--- src/design/neighbor_covariate_aggregator_assert.svh ---
// ----------------------------------------------------------------------------
// assertion macros for the neighbour covariate aggregator
// expect clk and rst_n in the scope of use
// ----------------------------------------------------------------------------
`ifndef NEIGHBOR_COVARIATE_AGGREGATOR_ASSERT_SVH
`define NEIGHBOR_COVARIATE_AGGREGATOR_ASSERT_SVH

// condition holds in the same cycle as the trigger
`define NCA_ASSERT_IMP(lbl, trig, cond, msg) \
  lbl: assert property (@(posedge clk) disable iff (!rst_n) (trig) |-> (cond)) \
    else $error(msg);

// condition holds in the cycle after the trigger
`define NCA_ASSERT_NEXT(lbl, trig, cond, msg) \
  lbl: assert property (@(posedge clk) disable iff (!rst_n) (trig) |=> (cond)) \
    else $error(msg);

`endif

--- src/design/nca_pkg.sv ---
`timescale 1ns / 1ps
// ----------------------------------------------------------------------------
// nca_pkg
// shared widths, limits and types of the neighbour covariate aggregator
// ----------------------------------------------------------------------------
package nca_pkg;

  localparam int ACTOR_W    = 12;
  localparam int VALUE_W    = 32;
  localparam int AVG_W      = 32;
  localparam int TOTAL_W    = 48;
  localparam int MAX_DEGREE = 4096;
  localparam int CNT_W      = $clog2(MAX_DEGREE + 1);
  localparam int Q_DEPTH    = 4;
  localparam int Q_PTR_W    = $clog2(Q_DEPTH);
  localparam int STEP_W     = $clog2(TOTAL_W);

  localparam logic signed [TOTAL_W-1:0] TOTAL_MAX = {1'b0, {(TOTAL_W-1){1'b1}}};
  localparam logic signed [TOTAL_W-1:0] TOTAL_MIN = {1'b1, {(TOTAL_W-1){1'b0}}};
  localparam logic signed [AVG_W-1:0]   AVG_MAX   = {1'b0, {(AVG_W-1){1'b1}}};
  localparam logic signed [AVG_W-1:0]   AVG_MIN   = {1'b1, {(AVG_W-1){1'b0}}};

  // one closed actor, handed from the accumulator to the divider
  typedef struct packed {
    logic [ACTOR_W-1:0]        actor;
    logic                      dir;
    logic                      no_ties;
    logic                      all_missing;
    logic signed [TOTAL_W-1:0] total;
    logic [CNT_W-1:0]          count;
    logic signed [VALUE_W-1:0] minimum;
    logic signed [VALUE_W-1:0] maximum;
    logic signed [VALUE_W-1:0] mean;
  } job_t;

  typedef struct packed {
    logic full;
    logic empty;
  } q_status_t;

endpackage

--- src/design/nca_ifs.sv ---
`timescale 1ns / 1ps
// ----------------------------------------------------------------------------
// nca channel interfaces
// tie input, aggregate result and configuration write channels
// ----------------------------------------------------------------------------
interface nca_in_if;
  logic                               valid;
  logic                               ready;
  logic [nca_pkg::ACTOR_W-1:0]        actor_id;
  logic                               direction;
  logic                               no_ties;
  logic signed [nca_pkg::VALUE_W-1:0] alter_value;
  logic                               alter_missing;
  logic                               last_tie;

  modport source (output valid, actor_id, direction, no_ties, alter_value,
                  alter_missing, last_tie, input ready);
  modport sink (input valid, actor_id, direction, no_ties, alter_value,
                alter_missing, last_tie, output ready);
endinterface

interface nca_out_if;
  logic                               valid;
  logic                               ready;
  logic [nca_pkg::ACTOR_W-1:0]        result_actor;
  logic                               result_direction;
  logic signed [nca_pkg::TOTAL_W-1:0] total;
  logic signed [nca_pkg::AVG_W-1:0]   average;
  logic signed [nca_pkg::VALUE_W-1:0] minimum;
  logic signed [nca_pkg::VALUE_W-1:0] maximum;
  logic                               all_missing;

  modport source (output valid, result_actor, result_direction, total, average,
                  minimum, maximum, all_missing, input ready);
  modport sink (input valid, result_actor, result_direction, total, average,
                minimum, maximum, all_missing, output ready);
endinterface

interface nca_cfg_if;
  logic                               valid;
  logic                               ready;
  logic signed [nca_pkg::VALUE_W-1:0] data;

  modport source (output valid, data, input ready);
  modport sink (input valid, data, output ready);
endinterface

--- src/design/nca_front.sv ---
`timescale 1ns / 1ps
// ----------------------------------------------------------------------------
// nca_front
// tie accumulator: total, count, min and max, closes an actor into a job
// ----------------------------------------------------------------------------
module nca_front (
  input  logic                               clk,
  input  logic                               rst_n,
  nca_in_if.sink                             in_chan,
  input  logic signed [nca_pkg::VALUE_W-1:0] mean,
  input  nca_pkg::q_status_t                 q_stat,
  output logic                               push,
  output nca_pkg::job_t                      job,
  output logic                               idle
);

  logic signed [nca_pkg::TOTAL_W-1:0] total_r, total_nxt, total_upd;
  logic [nca_pkg::CNT_W-1:0]          cnt_r, cnt_nxt, cnt_upd;
  logic signed [nca_pkg::VALUE_W-1:0] min_r, min_nxt, min_upd;
  logic signed [nca_pkg::VALUE_W-1:0] max_r, max_nxt, max_upd;
  logic                               seen_r, seen_nxt, seen_upd;
  logic signed [nca_pkg::TOTAL_W:0]   sum_wide;
  logic signed [nca_pkg::VALUE_W-1:0] val;
  logic                               accept;
  logic                               closing;

  assign in_chan.ready = !q_stat.full;
  assign accept  = in_chan.valid && in_chan.ready;
  assign closing = in_chan.no_ties || in_chan.last_tie;
  assign push    = accept && closing;
  assign idle    = (cnt_r == '0);
  assign val     = in_chan.alter_value;

  always_comb begin
    // saturating add, one guard bit catches the overflow
    sum_wide = {total_r[nca_pkg::TOTAL_W-1], total_r}
             + {{(nca_pkg::TOTAL_W + 1 - nca_pkg::VALUE_W){val[nca_pkg::VALUE_W-1]}}, val};
    if (sum_wide[nca_pkg::TOTAL_W] != sum_wide[nca_pkg::TOTAL_W-1]) begin
      total_upd = sum_wide[nca_pkg::TOTAL_W] ? nca_pkg::TOTAL_MIN : nca_pkg::TOTAL_MAX;
    end else begin
      total_upd = sum_wide[nca_pkg::TOTAL_W-1:0];
    end

    if (cnt_r < nca_pkg::CNT_W'(nca_pkg::MAX_DEGREE)) begin
      cnt_upd = cnt_r + nca_pkg::CNT_W'(1);
    end else begin
      cnt_upd = cnt_r;
    end

    min_upd  = min_r;
    max_upd  = max_r;
    seen_upd = seen_r;
    if (!in_chan.alter_missing) begin
      seen_upd = 1'b1;
      if (!seen_r || val < min_r) begin
        min_upd = val;
      end
      if (!seen_r || val > max_r) begin
        max_upd = val;
      end
    end
  end

  // job for the divider, built from the state including this tie
  always_comb begin
    job.actor   = in_chan.actor_id;
    job.dir     = in_chan.direction;
    job.no_ties = in_chan.no_ties;
    job.mean    = mean;
    if (in_chan.no_ties) begin
      job.total       = '0;
      job.count       = '0;
      job.minimum     = mean;
      job.maximum     = mean;
      job.all_missing = 1'b0;
    end else begin
      job.total       = total_upd;
      job.count       = cnt_upd;
      job.minimum     = seen_upd ? min_upd : mean;
      job.maximum     = seen_upd ? max_upd : mean;
      job.all_missing = !seen_upd;
    end
    if (in_chan.direction) begin
      job.minimum = '0;
      job.maximum = '0;
    end
  end

  always_comb begin
    total_nxt = total_r;
    cnt_nxt   = cnt_r;
    min_nxt   = min_r;
    max_nxt   = max_r;
    seen_nxt  = seen_r;
    if (accept) begin
      if (closing) begin
        total_nxt = '0;
        cnt_nxt   = '0;
        min_nxt   = '0;
        max_nxt   = '0;
        seen_nxt  = 1'b0;
      end else begin
        total_nxt = total_upd;
        cnt_nxt   = cnt_upd;
        min_nxt   = min_upd;
        max_nxt   = max_upd;
        seen_nxt  = seen_upd;
      end
    end
  end

  always_ff @(posedge clk) begin
    if (!rst_n) begin
      total_r <= '0;
      cnt_r   <= '0;
      min_r   <= '0;
      max_r   <= '0;
      seen_r  <= 1'b0;
    end else begin
      total_r <= total_nxt;
      cnt_r   <= cnt_nxt;
      min_r   <= min_nxt;
      max_r   <= max_nxt;
      seen_r  <= seen_nxt;
    end
  end

endmodule

--- src/design/nca_queue.sv ---
`timescale 1ns / 1ps
// ----------------------------------------------------------------------------
// nca_queue
// short job queue between the accumulator and the divider
// ----------------------------------------------------------------------------
module nca_queue (
  input  logic               clk,
  input  logic               rst_n,
  input  logic               push,
  input  nca_pkg::job_t      job_in,
  input  logic               pop,
  output nca_pkg::job_t      job_out,
  output nca_pkg::q_status_t q_stat
);

  nca_pkg::job_t               mem_r [nca_pkg::Q_DEPTH];
  logic [nca_pkg::Q_PTR_W-1:0] wr_ptr_r, wr_ptr_nxt;
  logic [nca_pkg::Q_PTR_W-1:0] rd_ptr_r, rd_ptr_nxt;
  logic [nca_pkg::Q_PTR_W:0]   fill_r, fill_nxt;

  assign q_stat.full  = (fill_r == (nca_pkg::Q_PTR_W + 1)'(nca_pkg::Q_DEPTH));
  assign q_stat.empty = (fill_r == '0);
  assign job_out      = mem_r[rd_ptr_r];

  always_comb begin
    wr_ptr_nxt = wr_ptr_r;
    rd_ptr_nxt = rd_ptr_r;
    fill_nxt   = fill_r;
    if (push) begin
      wr_ptr_nxt = (wr_ptr_r == nca_pkg::Q_PTR_W'(nca_pkg::Q_DEPTH - 1)) ? '0
                 : wr_ptr_r + nca_pkg::Q_PTR_W'(1);
    end
    if (pop) begin
      rd_ptr_nxt = (rd_ptr_r == nca_pkg::Q_PTR_W'(nca_pkg::Q_DEPTH - 1)) ? '0
                 : rd_ptr_r + nca_pkg::Q_PTR_W'(1);
    end
    if (push && !pop) begin
      fill_nxt = fill_r + (nca_pkg::Q_PTR_W + 1)'(1);
    end else if (pop && !push) begin
      fill_nxt = fill_r - (nca_pkg::Q_PTR_W + 1)'(1);
    end
  end

  always_ff @(posedge clk) begin
    if (push) begin
      mem_r[wr_ptr_r] <= job_in;
    end
  end

  always_ff @(posedge clk) begin
    if (!rst_n) begin
      wr_ptr_r <= '0;
      rd_ptr_r <= '0;
      fill_r   <= '0;
    end else begin
      wr_ptr_r <= wr_ptr_nxt;
      rd_ptr_r <= rd_ptr_nxt;
      fill_r   <= fill_nxt;
    end
  end

endmodule

--- src/design/nca_back.sv ---
`timescale 1ns / 1ps
// ----------------------------------------------------------------------------
// nca_back
// bit-serial average divider and result output register
// ----------------------------------------------------------------------------
module nca_back (
  input  logic               clk,
  input  logic               rst_n,
  input  nca_pkg::job_t      job_in,
  input  nca_pkg::q_status_t q_stat,
  output logic               pop,
  nca_out_if.source          out_chan
);

  localparam logic [1:0] S_IDLE = 2'd0;
  localparam logic [1:0] S_DIV  = 2'd1;
  localparam logic [1:0] S_DONE = 2'd2;

  logic [1:0]                         state_r, state_nxt;
  nca_pkg::job_t                      job_r;
  logic [nca_pkg::TOTAL_W-1:0]        dvd_r, dvd_nxt;
  logic [nca_pkg::CNT_W-1:0]          rem_r, rem_nxt;
  logic [nca_pkg::STEP_W-1:0]         step_r, step_nxt;
  logic                               neg_r;
  logic                               out_valid_r;
  logic [nca_pkg::CNT_W:0]            part;
  logic [nca_pkg::CNT_W:0]            trial;
  logic                               ge;
  logic                               out_free;
  logic                               load_out;
  logic                               over;
  logic signed [nca_pkg::AVG_W-1:0]   avg;

  logic [nca_pkg::ACTOR_W-1:0]        res_actor_r;
  logic                               res_dir_r;
  logic signed [nca_pkg::TOTAL_W-1:0] res_total_r;
  logic signed [nca_pkg::AVG_W-1:0]   res_avg_r;
  logic signed [nca_pkg::VALUE_W-1:0] res_min_r;
  logic signed [nca_pkg::VALUE_W-1:0] res_max_r;
  logic                               res_allmiss_r;

  assign pop      = (state_r == S_IDLE) && !q_stat.empty;
  assign out_free = !out_valid_r || out_chan.ready;
  assign load_out = (state_r == S_DONE) && out_free;

  // one restoring step: the remainder stays below the count
  assign part  = {rem_r, dvd_r[nca_pkg::TOTAL_W-1]};
  assign ge    = (part >= {1'b0, job_r.count});
  assign trial = part - {1'b0, job_r.count};

  always_comb begin
    state_nxt = state_r;
    dvd_nxt   = dvd_r;
    rem_nxt   = rem_r;
    step_nxt  = step_r;
    case (state_r)
      S_IDLE: begin
        if (pop) begin
          dvd_nxt   = job_in.total[nca_pkg::TOTAL_W-1] ? (~job_in.total + 1'b1)
                    : job_in.total;
          rem_nxt   = '0;
          step_nxt  = nca_pkg::STEP_W'(nca_pkg::TOTAL_W - 1);
          state_nxt = job_in.no_ties ? S_DONE : S_DIV;
        end
      end
      S_DIV: begin
        rem_nxt = ge ? trial[nca_pkg::CNT_W-1:0] : part[nca_pkg::CNT_W-1:0];
        dvd_nxt = {dvd_r[nca_pkg::TOTAL_W-2:0], ge};
        if (step_r == '0) begin
          state_nxt = S_DONE;
        end else begin
          step_nxt = step_r - nca_pkg::STEP_W'(1);
        end
      end
      S_DONE: begin
        if (out_free) begin
          state_nxt = S_IDLE;
        end
      end
      default: begin
        state_nxt = S_IDLE;
      end
    endcase
  end

  // quotient magnitude to signed average with saturation, or the mean for an isolated actor
  always_comb begin
    if (neg_r) begin
      over = (|dvd_r[nca_pkg::TOTAL_W-1:nca_pkg::AVG_W])
          || (dvd_r[nca_pkg::AVG_W-1] && (|dvd_r[nca_pkg::AVG_W-2:0]));
      avg  = over ? nca_pkg::AVG_MIN : (~dvd_r[nca_pkg::AVG_W-1:0] + 1'b1);
    end else begin
      over = |dvd_r[nca_pkg::TOTAL_W-1:nca_pkg::AVG_W-1];
      avg  = over ? nca_pkg::AVG_MAX : dvd_r[nca_pkg::AVG_W-1:0];
    end
    if (job_r.no_ties) begin
      avg = job_r.mean;
    end
  end

  always_ff @(posedge clk) begin
    if (!rst_n) begin
      state_r     <= S_IDLE;
      out_valid_r <= 1'b0;
    end else begin
      state_r <= state_nxt;
      if (load_out) begin
        out_valid_r <= 1'b1;
      end else if (out_chan.ready) begin
        out_valid_r <= 1'b0;
      end
    end
  end

  always_ff @(posedge clk) begin
    dvd_r  <= dvd_nxt;
    rem_r  <= rem_nxt;
    step_r <= step_nxt;
    if (pop) begin
      job_r <= job_in;
      neg_r <= job_in.total[nca_pkg::TOTAL_W-1];
    end
    if (load_out) begin
      res_actor_r   <= job_r.actor;
      res_dir_r     <= job_r.dir;
      res_total_r   <= job_r.total;
      res_avg_r     <= avg;
      res_min_r     <= job_r.minimum;
      res_max_r     <= job_r.maximum;
      res_allmiss_r <= job_r.all_missing;
    end
  end

  assign out_chan.valid            = out_valid_r;
  assign out_chan.result_actor     = res_actor_r;
  assign out_chan.result_direction = res_dir_r;
  assign out_chan.total            = res_total_r;
  assign out_chan.average          = res_avg_r;
  assign out_chan.minimum          = res_min_r;
  assign out_chan.maximum          = res_max_r;
  assign out_chan.all_missing      = res_allmiss_r;

endmodule

--- src/design/neighbor_covariate_aggregator.sv ---
`timescale 1ns / 1ps
// ----------------------------------------------------------------------------
// neighbor_covariate_aggregator
// per-actor total, average, minimum and maximum of neighbour covariates
// ----------------------------------------------------------------------------
// usage
//   in_chan  : one tie per item (value, missing mark, last-tie mark), or one
//              no_ties item for an isolated actor
//   out_chan : one aggregate item per actor, on its last tie or no_ties item
//   cfg_chan : writes the covariate mean, always ready, write only when idle
// throughput
//   ties are taken one per cycle while the queue has room; the accumulator
//   closes an actor in the cycle of its last tie and queues it for the
//   divider (four jobs deep); the divider is bit-serial, one quotient bit a
//   cycle over the 48-bit total, and takes a new job only once the last one
//   has left for the output register; an isolated actor skips the division
// reset
//   rst_n low clears the accumulator, the queue, the divider and the mean
// stall
//   a stalled result holds in the output register; the divider then waits,
//   the queue fills and in_chan drops ready only when the queue is full
// ----------------------------------------------------------------------------
`include "neighbor_covariate_aggregator_assert.svh"

module neighbor_covariate_aggregator (
  input  logic        clk,
  input  logic        rst_n,
  nca_in_if.sink      in_chan,
  nca_out_if.source   out_chan,
  nca_cfg_if.sink     cfg_chan
);

  // covariate mean register
  logic signed [nca_pkg::VALUE_W-1:0] mean_r;

  nca_pkg::job_t      push_job;
  nca_pkg::job_t      head_job;
  nca_pkg::q_status_t q_stat;
  logic               push;
  logic               pop;
  logic               front_idle;

  assign cfg_chan.ready = 1'b1;

  always_ff @(posedge clk) begin
    if (!rst_n) begin
      mean_r <= '0;
    end else if (cfg_chan.valid && cfg_chan.ready) begin
      mean_r <= cfg_chan.data;
    end
  end

  // front: accumulates ties, pushes a job per closed actor
  nca_front u_front (
    .clk     (clk),
    .rst_n   (rst_n),
    .in_chan (in_chan),
    .mean    (mean_r),
    .q_stat  (q_stat),
    .push    (push),
    .job     (push_job),
    .idle    (front_idle)
  );

  // decoupling queue
  nca_queue u_queue (
    .clk     (clk),
    .rst_n   (rst_n),
    .push    (push),
    .job_in  (push_job),
    .pop     (pop),
    .job_out (head_job),
    .q_stat  (q_stat)
  );

  // back: divides total by count and presents the result
  nca_back u_back (
    .clk      (clk),
    .rst_n    (rst_n),
    .job_in   (head_job),
    .q_stat   (q_stat),
    .pop      (pop),
    .out_chan (out_chan)
  );

  // a job is never pushed into a full queue
  `NCA_ASSERT_IMP(a_push_room, push, !q_stat.full, "job pushed into full queue")
  // the divider only takes a job that is there
  `NCA_ASSERT_IMP(a_pop_held, pop, !q_stat.empty, "job popped from empty queue")
  // closing an actor leaves the accumulator cleared
  `NCA_ASSERT_NEXT(a_front_clear, push, front_idle, "accumulator not cleared")

endmodule

--- src/flat_wrapper.sv ---
// flat-port wrapper written by rule: the top's interface ports become plain ports
module neighbor_covariate_aggregator_flat 
  (clk, rst_n, in_chan_valid, in_chan_actor_id, in_chan_direction, in_chan_no_ties, in_chan_alter_value, in_chan_alter_missing, in_chan_last_tie, in_chan_ready, out_chan_valid, out_chan_result_actor, out_chan_result_direction, out_chan_total, out_chan_average, out_chan_minimum, out_chan_maximum, out_chan_all_missing, out_chan_ready, cfg_chan_valid, cfg_chan_data, cfg_chan_ready);
  nca_in_if in_chan_i ();
  nca_out_if out_chan_i ();
  nca_cfg_if cfg_chan_i ();
  input  logic clk;
  input  logic rst_n;
  input wire logic [$bits(in_chan_i.valid)-1:0] in_chan_valid;
  input wire logic [$bits(in_chan_i.actor_id)-1:0] in_chan_actor_id;
  input wire logic [$bits(in_chan_i.direction)-1:0] in_chan_direction;
  input wire logic [$bits(in_chan_i.no_ties)-1:0] in_chan_no_ties;
  input wire logic [$bits(in_chan_i.alter_value)-1:0] in_chan_alter_value;
  input wire logic [$bits(in_chan_i.alter_missing)-1:0] in_chan_alter_missing;
  input wire logic [$bits(in_chan_i.last_tie)-1:0] in_chan_last_tie;
  output wire logic [$bits(in_chan_i.ready)-1:0] in_chan_ready;
  output wire logic [$bits(out_chan_i.valid)-1:0] out_chan_valid;
  output wire logic [$bits(out_chan_i.result_actor)-1:0] out_chan_result_actor;
  output wire logic [$bits(out_chan_i.result_direction)-1:0] out_chan_result_direction;
  output wire logic [$bits(out_chan_i.total)-1:0] out_chan_total;
  output wire logic [$bits(out_chan_i.average)-1:0] out_chan_average;
  output wire logic [$bits(out_chan_i.minimum)-1:0] out_chan_minimum;
  output wire logic [$bits(out_chan_i.maximum)-1:0] out_chan_maximum;
  output wire logic [$bits(out_chan_i.all_missing)-1:0] out_chan_all_missing;
  input wire logic [$bits(out_chan_i.ready)-1:0] out_chan_ready;
  input wire logic [$bits(cfg_chan_i.valid)-1:0] cfg_chan_valid;
  input wire logic [$bits(cfg_chan_i.data)-1:0] cfg_chan_data;
  output wire logic [$bits(cfg_chan_i.ready)-1:0] cfg_chan_ready;
  assign in_chan_i.valid = in_chan_valid;
  assign in_chan_i.actor_id = in_chan_actor_id;
  assign in_chan_i.direction = in_chan_direction;
  assign in_chan_i.no_ties = in_chan_no_ties;
  assign in_chan_i.alter_value = in_chan_alter_value;
  assign in_chan_i.alter_missing = in_chan_alter_missing;
  assign in_chan_i.last_tie = in_chan_last_tie;
  assign in_chan_ready = in_chan_i.ready;
  assign out_chan_valid = out_chan_i.valid;
  assign out_chan_result_actor = out_chan_i.result_actor;
  assign out_chan_result_direction = out_chan_i.result_direction;
  assign out_chan_total = out_chan_i.total;
  assign out_chan_average = out_chan_i.average;
  assign out_chan_minimum = out_chan_i.minimum;
  assign out_chan_maximum = out_chan_i.maximum;
  assign out_chan_all_missing = out_chan_i.all_missing;
  assign out_chan_i.ready = out_chan_ready;
  assign cfg_chan_i.valid = cfg_chan_valid;
  assign cfg_chan_i.data = cfg_chan_data;
  assign cfg_chan_ready = cfg_chan_i.ready;
  neighbor_covariate_aggregator u_core (.clk(clk), .rst_n(rst_n), .in_chan(in_chan_i), .out_chan(out_chan_i), .cfg_chan(cfg_chan_i));
endmodule
--- config.mk ---
export PLATFORM = sky130hd
export DESIGN_NAME = neighbor_covariate_aggregator_flat
export DESIGN_NICKNAME = d
export VERILOG_FILES = /design/src/design/nca_pkg.sv /design/src/design/nca_ifs.sv /design/src/design/nca_front.sv /design/src/design/nca_queue.sv /design/src/design/nca_back.sv /design/src/design/neighbor_covariate_aggregator.sv /design/src/flat_wrapper.sv
export VERILOG_INCLUDE_DIRS = /design/src /design/src/design
export SDC_FILE = /design/constraint.sdc
export NUM_CORES = 2
export LEC_CHECK = 0
export ABC_AREA = 1
export BUFFER_PORTS_ARGS = -buffer_cell sky130_fd_sc_hd__buf_2
export CAP_MARGIN = 20
export CELL_PAD_IN_SITES_DETAIL_PLACEMENT = 1
export CELL_PAD_IN_SITES_GLOBAL_PLACEMENT = 1
export CORE_MARGIN = 10
export CORE_UTILIZATION = 48
export CTS_BUF_LIST = sky130_fd_sc_hd__clkbuf_4 sky130_fd_sc_hd__clkbuf_8
export DETAILED_ROUTE_END_ITERATION = 10
export PLACE_DENSITY = 0.82
export SYNTH_ARGS = -nofsm -noshare
export SYNTH_HDL_FRONTEND = slang
export SYNTH_SLANG_ARGS = --single-unit
--- constraint.sdc ---
create_clock -name clk -period 18.2 [get_ports clk]
set_input_delay 3.64 -clock clk [delete_from_list [all_inputs] [get_ports clk]]
set_output_delay 3.64 -clock clk [all_outputs]
set_load 0.01 [all_outputs]
== After elaboration in Yosys (flattened, before gate mapping) ==
Memories as Yosys holds them, arrays and structs flattened. A register that Yosys moved wholly into a read port is not among the register bits.
Cells that the tools add are included.

* Register bits: 566
* Latch bits: 0
* Input bits: 85
* Bits in read-only memories: 0
* Word-level logic and storage cells: 134
* Output and inout port bits: 161
* RAM bits: 688
* Memories: 1

* Shift operators: 0
* $mul: 0
* Mux-type cells: 45
* Eq/ne operators: 10
* Reduce and logical (&&, ||, !) cells: 31
* Divide/modulo/power cells: 0
* Add/subtract/negate cells: 10
* $lt $le $gt $ge: 4
* Bitwise operators: 2

{| class="wikitable"
|+ Memories
! memory !! words !! width !! rd ports !! clocked after memory_dff !! wr ports !! line !! text
|-
| u_core.u_queue.mem_r || 4 || 172 || 1 || 1 || 1 || nca_queue.sv:16 || <nowiki>nca_pkg::job_t mem_r [nca_pkg::Q_DEPTH];</nowiki>
|}

{| class="wikitable"
|+ Operators by type and width
! kind !! count
|-
| 32-bit 2-to-1 mux || 12
|-
| 48-bit 2-to-1 mux || 5
|-
| 126-bit 2-to-1 mux || 1
|-
| 48-bit one-hot mux with 2 select lines || 1
|-
| 64-bit 2-to-1 mux || 1
|-
| 13-bit 2-to-1 mux || 4
|-
| 48-bit by 32-bit adder with 49-bit output || 1
|-
| 48-bit by 1-bit adder with 48-bit output, second input constant || 1
|-
| 48-bit NOT || 1
|-
| 32-bit by 1-bit adder with 32-bit output, second input constant || 1
|-
| 32-bit > comparator || 1
|-
| 32-bit less-than comparator || 1
|-
| 32-bit NOT || 1
|-
| 31-bit OR reduction || 1
|-
| 13-bit one-hot mux with 2 select lines || 1
|-
| 17-bit OR reduction || 1
|-
| 2-bit 2-to-1 mux || 8
|-
| 16-bit OR reduction || 1
|-
| 14-bit by 13-bit greater-or-equal comparator with 1-bit output || 1
|-
| 13-bit by 1-bit adder with 13-bit output, second input constant || 1
|-
| 13-bit less-than comparator, second input constant || 1
|-
| 13-bit subtractor || 1
|-
| 6-bit 2-to-1 mux || 2
|-
| 6-bit one-hot mux with 2 select lines || 1
|-
| other kinds (22) || 52
|}

== Depth between registers and ports, before layout ==
* Depth in word-level cells: 8
* Mapped depth: 23

== Modules after synthesis ==
A second synthesis with hierarchy kept.

* Cell total of the unflattened synthesis: 5548
* Area total of the unflattened synthesis: 56650.6 µm²

{| class="wikitable"
|+ Modules (own cells, without submodules)
! module !! area each (µm²) !! instances !! cells each
|-
| nca_queue || 25808.5 || 1 || 1722
|-
| nca_back || 16960.0 || 1 || 1484
|-
| nca_front || 12535.8 || 1 || 2138
|-
| neighbor_covariate_aggregator || 1346.3 || 1 || 204
|}

== Least setup slack after synthesis ==
Ideal clock, no wire load.

* Path kind: in2reg
* From: in out_chan_ready
* To: reg u_core.u_back.res_allmiss_r (netlist: u_core.u_back.out_chan.all_missing), enable pin
* Arrival time: 14332 ps
* Cell stages on the path: 2
* Library setup time: 871 ps
* Path slack: 2997 ps
* Data required time: 17329 ps
* Path through: nor2_1 -> nor3_1

* Cells in the longest elaborated chain, start to end: 2

{| class="wikitable"
|+ Ends and longest elaborated chain
! element !! line !! text
|-
| start: declaration || flat_wrapper.sv:25 || <nowiki>input wire logic [$bits(out_chan_i.ready)-1:0] out_chan_ready;</nowiki>
|-
| 1-bit logical OR || nca_back.sv:43 || <nowiki>assign out_free = !out_valid_r || out_chan.ready;</nowiki>
|-
| 1-bit logical AND || nca_back.sv:44 || <nowiki>assign load_out = (state_r == S_DONE) && out_free;</nowiki>
|-
| net u_core.u_back.load_out || nca_back.sv:30 || <nowiki>logic load_out;</nowiki>
|-
| end signal: assignment || nca_back.sv:130 || <nowiki>res_allmiss_r <= job_r.all_missing;</nowiki>
|-
| end: declaration || nca_back.sv:40 || <nowiki>logic res_allmiss_r;</nowiki>
|}

The timed path passes the listed nets, and every way through them passes these cells.
A chain may end at the register's enable or synchronous reset.

==> flow_metrics.tcl <==
set metrics [dict create \
    track_usage_pct 27.2 \
    clock-root-buffer "clkbuf_8" \
    syn_to_final_growth_pct 12.0 \
    power.total_uw 10100 \
    ys_warn_count 0 \
    drive_gt1_share_pct 12.5 \
    grt_pass1_vias 44875 \
    post_cts_buffers 0 \
    setup_tns_ns 0 \
    synthCells 5397 \
    gp_congestion 0.947 \
    final-seq-area_um2 36000 \
    rows 125 \
    initial_core_util_pct 48.3 \
    multi_input_area_um2 17500 \
    dp.cells 6957 \
    synthTopCellsByArea "edfxtp_1 58%, nand2_1 7.0%, dfxtp_1 6.1%, o21ai_0 4.1%, a21oi_1 4.1%" \
    clock_skew_ns 0.0667 \
    fill_cells 12755 \
    vias 43021 \
    worst_pin_slew_ns 1.15 \
    vias_per_cell 5.86 \
    drc 0 \
    clk_latency_ns 0.93 \
    fin_worst_hold_slack_ns 0.391 \
    yosysTopAreaCell "edfxtp_1" \
    cp.required_ns 18.87 \
    antenna_found_initial 16 \
    die_x_um 362 \
    irDropWorstVdd_mv 0.167 \
    clkTransAtPathRegs_ns 0.06 \
    ios 246 \
    die_h_um 362 \
    syn_nets 5622 \
    setup_viol 0 \
    wl_mm 182 \
    port_buffers 244 \
    crit_fanout 51 \
    p_per_area_nw_per_um2 161 \
    antenna_left 0 \
    syn_area_um2 56100 \
    maxSlewHeadroom_pct 22.6 \
    synthDistinctLibCells 58 \
    critPathLaunchType "input pin" \
    rsz0062_at_grt "false" \
    hold_class "reg -> reg" \
    leakage_uw 0.0235 \
    die_area_um2 131000 \
    critPathArrivalTime_ns 8.60 \
    fmax_mhz 126 \
    htreeDepth 4 \
    coreArea_um2 116000 \
    drtPass1Iterations 6 \
    drt-initial-drc-count 4051 \
    drt-wirelength-per-cell_um 24.9 \
    clockBufferDepth 3 \
    utilization_pct 54.1 \
    max_cap_violations 0 \
    synth_seq_area_share_pct 64.2 \
    ys_seq_elements 1255 \
    final_nets 5862 \
    clock-sinks 1255 \
    grt_overflow 0 \
    status "complete, no violations" \
    crit_path_end_kind "flip-flop" \
    finalCriticalPeriod_ns 7.93 \
    grt_pass1_wl_mm 273 \
    maxSlewViolCount 0 \
    crit_type "in -> reg" \
    fin_crit_sh_pct 43.6 \
    cts_buffers 202 \
    final_cells 7336 \
    hpwl_mm 125 \
    postCtsResizedCells 0 \
    cts_tree "done" \
    grt_max_degree 175 \
    cts_hold_buf 0 \
    hold_viol 0 \
    syn_area_per_cell_um2 10.4 \
    synth_top_area_share_pct 58.1 \
]
[critical path, stage by stage]
cell and delay [ns]:
buf_2 0.14, ha_1 0.27, inv_1 0.14, fa_1 0.41, inv_2 0.11, nand2_1 0.09, o21ai_2 0.23, a21oi_1 0.16
o21ai_1 0.44, nand3_1 0.16, nand4_1 0.13, nand2_1 0.11, ha_1 0.57, nand2_2 0.86, buf_4 0.64, nand2_1 0.15
nor2_1 0.26
[synth_stat cells, drive strengths merged]
| library cell | count |
|---|---|
| edfxtp | 1085 |
| and3 | 3 |
| nor2 | 559 |
| a21o | 12 |
| a2111oi | 1 |
| nor3b | 2 |
| clkbuf | 185 |
| o211a | 2 |
| a221oi | 1 |
| nand2 | 1056 |
| o211ai | 7 |
| inv | 399 |
| o21ai | 518 |
| a21boi | 4 |
| or2 | 18 |
| o21bai | 6 |
| o31ai | 6 |
| o22ai | 124 |
| fa | 3 |
| o21a | 22 |
| nor4 | 10 |
| a31oi | 13 |
| ha | 137 |
| nand3 | 350 |
| nor3 | 26 |
| a31o | 3 |
| a22oi | 1 |
| a211oi | 4 |
| clkinv | 5 |
| buf | 75 |
| xnor2 | 11 |
| xor2 | 69 |
| nand3b | 3 |
| nand4 | 40 |
| conb | 1 |
| a32oi | 4 |
| a32o | 2 |
| dfxtp | 170 |
| a21oi | 460 |
[state kept, by name, summed over array words and instances (netlist names), 12 cells and up, named ones only]
signal                               cells
u_core.u_front.cnt_r                    13
u_core.u_back.dvd_r                     48
u_core.u_back.out_chan.maximum          32
u_core.u_back.job_r                    172
u_core.mean_r                           32
u_core.u_back.out_chan.result_actor     12
u_core.u_front.max_r                    32
u_core.u_front.total_r                  48
u_core.u_front.min_r                    32
u_core.u_back.out_chan.total            48
u_core.u_queue.mem_r                   688
u_core.u_back.out_chan.average          32
u_core.u_back.out_chan.minimum          32
u_core.u_back.rem_r                     13
[per-stage QoR]
| step | instance area, um2 | worst slack [ns] |
|---|---|---|
| 2_1_floorplan | 56100 | 3.00 |
| 3_3_place_gp | 58500 | 9.58 |
| 3_5_place_dp | 58500 | 9.46 |
| 4_1_cts | 62800 | 10.42 |
| 5_1_grt | 62800 | 9.90 |
| 6_report | 62800 | 10.27 |
[logic make-up after synthesis]
kind of cell,after synthesis,synth area share (%)
xor gates and xnor gates,80,1.25
adders and majority gates,140,3.16
and+or+nand+nor,2067,15.3
buffers and inverters,664,4.77
other,1,0.00669
DFF,1255,64.2
AOI/OAI and AO/OA,1190,11.3
[layer usage]
| layer | GRT usage (%) | vias to the layer above | share of wire [%] |
|---|---|---|---|
| li1 | - | 19358 | - |
| met1 | 34.8 | 21479 | 40 |
| met2 | 44.9 | 1785 | 48 |
| met3 | 5.04 | 379 | 7.4 |
| met4 | 11.8 | 20 | 4.3 |
| met5 | 0 | - | 0.067 |
[cell type report]
cell class / instances / area share (%)
inverter: 404 / 2.45
timing repair buffer: 296 / 2.61
tap: 1524 / 3.04
sequential: 1255 / 57.3
antenna: 2 / 0.00797
clock inverter: 83 / 1.07
clock buffer: 294 / 5.72
multi-input combinational: 3478 / 27.8
[power by group]
part / switching (uW) / internal [uW] / leakage, uW / total [uW]
clock network: 1160 / 1380 / 0.00226 / 2540
registers: 301 / 4040 / 0.0115 / 4340
logic: 2450 / 780 / 0.00973 / 3230
total: 3910 / 6200 / 0.0235 / 10100
[final timing paths]
kind	start	to	slack, ns	cells past startpoint
worst max-delay path	in_chan_alter_value[0]	u_core.u_queue.mem_r[0][145]	10.27	17
worst min-delay path	u_core.u_back.job_r[110]	u_core.u_back.out_chan.total[1]	0.39	0
worst max register to register	u_core.u_front.total_r[0]	u_core.u_queue.mem_r[0][145]	12.83	16
worst min register to register	u_core.u_back.job_r[110]	u_core.u_back.out_chan.total[1]	0.39	0
[cells in the final DEF (no fill, tap or decap), types with 5 or more instances in the layout]
cell type	netlist	final
a21o_1	12	12
a21oi_1	460	460
a31oi_1	13	13
buf_2	38	244
buf_4	9	50
bufinv_16	0	7
clkbuf_4	0	73
clkbuf_8	0	221
clkinv_1	4	29
clkinv_2	0	29
clkinvlp_4	0	5
dfxtp_1	170	168
edfxtp_1	1085	1085
ha_1	137	137
inv_1	391	387
inv_2	7	11
inv_8	0	5
nand2_1	1049	1045
nand2_2	7	10
nand3_1	348	347
nand4_1	39	39
nor2_1	549	544
nor2_2	5	6
nor2_4	5	9
nor3_1	23	21
nor4_1	7	7
o211ai_1	7	7
o21a_1	22	22
o21ai_0	462	462
o21ai_1	53	53
o21bai_1	6	6
o22ai_1	124	124
o31ai_1	6	6
or2_2	16	16
xnor2_1	11	11
xor2_1	69	69
No activity file was read; power rests on OpenSTA's default activity.
